`config.mk`:
```
export PLATFORM = sky130hd
export DESIGN_NAME = spt_div
export DESIGN_NICKNAME = d
export VERILOG_FILES = /design/src/spt_pkg.sv /design/src/spt_div.sv
export SDC_FILE = /design/constraint.sdc
export NUM_CORES = 1
export LEC_CHECK = 0
export BUFFER_PORTS_ARGS = -buffer_cell sky130_fd_sc_hd__buf_2
export CAP_MARGIN = 20
export CORE_ASPECT_RATIO = 2
export CORE_MARGIN = 4
export CORE_UTILIZATION = 45
export DETAILED_ROUTE_END_ITERATION = 7
export GPL_ROUTABILITY_DRIVEN = 0
export PLACE_DENSITY_LB_ADDON = 0.12
export SYNTH_ARGS = -nofsm -noshare
export SYNTH_HDL_FRONTEND = slang
export SYNTH_SLANG_ARGS = --single-unit
```
`constraint.sdc`:
```
create_clock -name clk -period 8.7 [get_ports clk]
set_input_delay 0.87 -clock clk [delete_from_list [all_inputs] [get_ports clk]]
set_output_delay 0.87 -clock clk [all_outputs]
set_load 0.01 [all_outputs]
```
`src/spt_pkg.sv`:
```
`timescale 1ns / 1ps
`default_nettype none
package spt_pkg;
	localparam int TEX_ENTRIES_DEF       = 4096;
	localparam int SCREEN_COORD_BITS_DEF = 12;

	// quotient bits kept by the dividers; a larger quotient is out of texture
	localparam int QBITS   = 7;
	localparam int DIV_LAT = QBITS + 1;
	localparam int IDX_W   = 17;
	localparam int NX_W    = 18;
	localparam int DY_W    = 25;
	localparam int AX_W    = 24;
	localparam int AY_W    = 31;
	localparam int DENX_W  = 16;
	localparam int DENY_W  = 24;

	localparam logic [12:0] SCREEN_W_RST = 13'd640;
	localparam logic [12:0] SCREEN_H_RST = 13'd480;
	localparam logic [6:0]  TEX_W_RST    = 7'd64;
	localparam logic [6:0]  TEX_H_RST    = 7'd64;

	typedef enum logic [1:0] {
		REG_SCREEN_W = 2'd0,
		REG_SCREEN_H = 2'd1,
		REG_TEX_W    = 2'd2,
		REG_TEX_H    = 2'd3
	} cfg_reg_t;

	typedef enum logic {
		CMD_WRITE = 1'b0,
		CMD_DRAW  = 1'b1
	} cmd_t;

	typedef struct packed {
		logic        draw;
		logic        ok;
		logic        neg_x;
		logic        neg_y;
		logic [11:0] x;
		logic [11:0] y;
		logic [11:0] tex_idx;
		logic [31:0] tex_val;
	} side_t;

	typedef struct packed {
		logic             wr;
		logic             rd;
		logic [IDX_W-1:0] addr;
		logic [31:0]      wdata;
	} mem_req_t;
endpackage
`default_nettype wire

```
`src/spt_div.sv`:
```
`timescale 1ns / 1ps
`default_nettype none
// Pipelined restoring divider: overflow check, then one quotient bit per stage.
module spt_div import spt_pkg::*; #(
	parameter int NW = AX_W,
	parameter int DW = DENX_W
) (
	input  wire logic               clk,
	input  wire logic [DIV_LAT-1:0] en,
	input  wire logic [NW-1:0]      num,
	input  wire logic [DW-1:0]      den,
	output logic [QBITS-1:0]        quo,
	output logic                    ovf
);
	localparam int CW = ((NW > DW + QBITS) ? NW : DW + QBITS) + 1;

	logic [CW-1:0]    rem_s [DIV_LAT];
	logic [DW-1:0]    den_s [DIV_LAT];
	logic [QBITS-1:0] q_s   [DIV_LAT];
	logic             ovf_s [DIV_LAT];

	always_ff @(posedge clk) begin
		if (en[0]) begin
			rem_s[0] <= CW'(num);
			den_s[0] <= den;
			q_s[0]   <= '0;
			ovf_s[0] <= CW'(num) >= (CW'(den) << QBITS);
		end
	end

	for (genvar k = 1; k < DIV_LAT; k++) begin : g_stage
		logic [CW-1:0] sh_den;
		logic          fit;
		assign sh_den = CW'(den_s[k-1]) << (QBITS - k);
		assign fit    = rem_s[k-1] >= sh_den;
		always_ff @(posedge clk) begin
			if (en[k]) begin
				rem_s[k] <= fit ? rem_s[k-1] - sh_den : rem_s[k-1];
				den_s[k] <= den_s[k-1];
				ovf_s[k] <= ovf_s[k-1];
				q_s[k]   <= q_s[k-1] | (QBITS'(fit) << (QBITS - k));
			end
		end
	end

	assign quo = q_s[DIV_LAT-1];
	assign ovf = ovf_s[DIV_LAT-1];
endmodule
`default_nettype wire

```
==> impl_metrics.env <==
export IMPL_status="completed"
export IMPL_clkTransAtPathRegs_ps=70
export IMPL_max_freq_ghz=0.284
export IMPL_period_minus_slack_ps=3520
export IMPL_crit_path_end_kind="register"
export IMPL_drc=0
export IMPL_ir_drop_uv=170
export IMPL_clock_latency_ps=560
export IMPL_num_rows=101
export IMPL_synth_seq_cells=322
export IMPL_fill_cells=3410
export IMPL_whs_ps=416
export IMPL_multiInputGateArea_um2=6790
export IMPL_area_growth_pct=10.1
export IMPL_boundaryPins=57
export IMPL_cts_root_buf="clkbuf_16"
export IMPL_cts_max_level=1
export IMPL_start_util=0.455
export IMPL_syn_inst=1470
export IMPL_die_h_um=285
export IMPL_crit_path_start_kind="register"
export IMPL_drive_gt1_frac=0.0929
export IMPL_mappedNetlistArea_um2=17200
export IMPL_synthArstFlopShare=0
export IMPL_numCtsBuffers=30
export IMPL_r2r_slack_ps=5180
export IMPL_slew_headroom=0.314
export IMPL_cp_data_required_time_ps=9010
export IMPL_drtAntennaViolNets=0
export IMPL_ctsHoldBuffers=0
export IMPL_cts_setup_buffers=0
export IMPL_placed_area_um2=18000
export IMPL_hold_viol=0
export IMPL_viasPerCell=5.41
export IMPL_p_leak_nw=7.62
export IMPL_portBuffers=56
export IMPL_regArea_um2=9670
export IMPL_dr_pass1_iters=4
export IMPL_setup_slack_ps=5180
export IMPL_synth_cell_types=68
export IMPL_setup_viol=0
export IMPL_core_area_um2=37900
export IMPL_grt_pass1_vias=11607
export IMPL_grt_usage=0.162
export IMPL_skew_ps=12.9
export IMPL_post_cts_resized=0
export IMPL_drtIter0Drc=422
export IMPL_grt_ovfl_total=0
export IMPL_fin_setup_tns_ps=0
export IMPL_synth_edff_count=322
export IMPL_vias=10900
export IMPL_cts_tree="yes"
export IMPL_clk_path_buf_depth=3
export IMPL_n_antenna_cell=0
export IMPL_worst_slew_pin_slew_ps=1020
export IMPL_yosysSeqAreaShare=0.561
export IMPL_path_max_fanout=17
export IMPL_maxSlewViolCount=0
export IMPL_die_w_um=146
export IMPL_wire_per_inst_um=16.7
export IMPL_antenna_found_initial=0
export IMPL_grt_max_degree=49
export IMPL_fin_nets=1714
export IMPL_rsz0062_at_grt="no"
export IMPL_holdCritPathClass="reg2reg"
export IMPL_synthFlopType="edfxtp_1"
export IMPL_place_ws_ps=5110
export IMPL_clkSinkCount=322
export IMPL_dp_final_hpwl_um=27200
export IMPL_wl_um=33600
export IMPL_fin_crit_sh=0.405
export IMPL_yosysWarnings=0
export IMPL_avgSynthCellArea_um2=11.7
export IMPL_stdcell_area_um2=19000
export IMPL_synth_nets=1653
export IMPL_arrival_ps=3830
export IMPL_drv_cap=0
export IMPL_crit_type="reg2reg"
export IMPL_grt_first_pass_wirelength_um=54900
export IMPL_die_area_um2=41700
export IMPL_power_density_nw_per_um2=275
-- through the flow --
| stage | util | instances | total power, mW |
|---|---|---|---|
| floorplan | - | 1470 | 3.48 |
| global placement | 0.474 | 1961 | 3.89 |
| detailed placement | 0.474 | 1962 | 3.92 |
| CTS | 0.500 | 2013 | 5.27 |
| global route | 0.500 | 2013 | 5.56 |
| finish | 0.500 | 2013 | 5.22 |
-- placed cells by master, fill, tap and decap left out, drive strengths merged, types with 14 or more instances in the layout --
cell type,instances
o21ai,98
a21o,39
xnor2,48
nor2b,19
nand2,95
a31oi,16
a21oi,100
nand3,21
mux2,18
ha,128
buf,63
nand4,14
inv,162
clkbuf,35
nor2,86
xor2,52
edfxtp,322
o21a,19
nor3,18
-- path summary, 6_finish.rpt --
path,end,depth (start not counted),start
setup / recovery,rem_s[1][13]$_DFFE_PP_,7,rem_s[0][7]$_DFFE_PP_
hold / removal,q_s[1][12]$_DFFE_PP_,0,q_s[1][5]$_DFFE_PP_
setup reg to reg,rem_s[1][13]$_DFFE_PP_,7,rem_s[0][7]$_DFFE_PP_
hold reg to reg,q_s[1][12]$_DFFE_PP_,0,q_s[1][5]$_DFFE_PP_
-- cell type report --
type                       count  share of cell area
timing repair buffer          63              0.0174
sequential                   322               0.510
tap                          463              0.0305
clock buffer                  35              0.0417
inverter                     162              0.0320
multi-input combinational    952               0.358
clock inverter                16              0.0107
-- report_power, final --
group / leakage [nW] / internal (mW) / switching, mW
Sequential: 3.12 / 2.11 / 0.155
Clock: 0.487 / 0.790 / 0.542
Combinational: 4.01 / 0.706 / 0.922
Total: 7.62 / 3.60 / 1.62
-- worst max-delay path, cell delays in order (launching register included) --
cell      delay, ps
edfxtp_1        430
ha_1            330
nor4b_1         490
a31oi_1         290
o31a_1          380
o31ai_4         630
buf_4           360
mux2_2          360
-- cell usage after synthesis, types with 13 or more instances --
library cell / count / share of area
nor3_1: 18 / 0.0052
mux2_2: 18 / 0.012
nand2b_1: 13 / 0.0047
xor2_1: 52 / 0.026
nand2_1: 95 / 0.021
o21a_1: 19 / 0.0083
ha_1: 128 / 0.093
xnor2_1: 48 / 0.024
nand3_1: 21 / 0.0061
edfxtp_1: 322 / 0.56
nor2_1: 86 / 0.019
o21ai_0: 96 / 0.028
clkbuf_1: 16 / 0.0035
nor2b_1: 19 / 0.0069
a21o_1: 39 / 0.017
a21oi_1: 100 / 0.029
inv_1: 162 / 0.035
nand4_1: 14 / 0.0051
a31oi_1: 16 / 0.0058
-- kinds of logic (layout without fill, tap and decap cells) --
kind of cell | count (synthesis) | count (layout) | share of synthesized area
and+or+nand+nor | 346 | 346 | 0.101
adders and majority gates | 134 | 134 | 0.0999
buffers and inverters | 196 | 276 | 0.0461
xor gates and xnor gates | 100 | 100 | 0.0508
AOI/OAI and AO/OA | 349 | 349 | 0.126
DFF | 322 | 322 | 0.561
muxes | 23 | 23 | 0.0147
-- registers in the layout (all words and copies together), names as in the netlist --
register and cells:
rem_s 174, den_s 112, q_s 28, ovf_s 8
-- metal layers --
layer  wire length, µm  global-route usage  up-vias
met2             20900               0.365      179
met5                 0                   0        -
met4              1830              0.0836        0
met1              9910               0.123     5133
met3               976              0.0194       89
li1                  -                   -     5499
No activity file was read; power rests on OpenSTA's default activity.
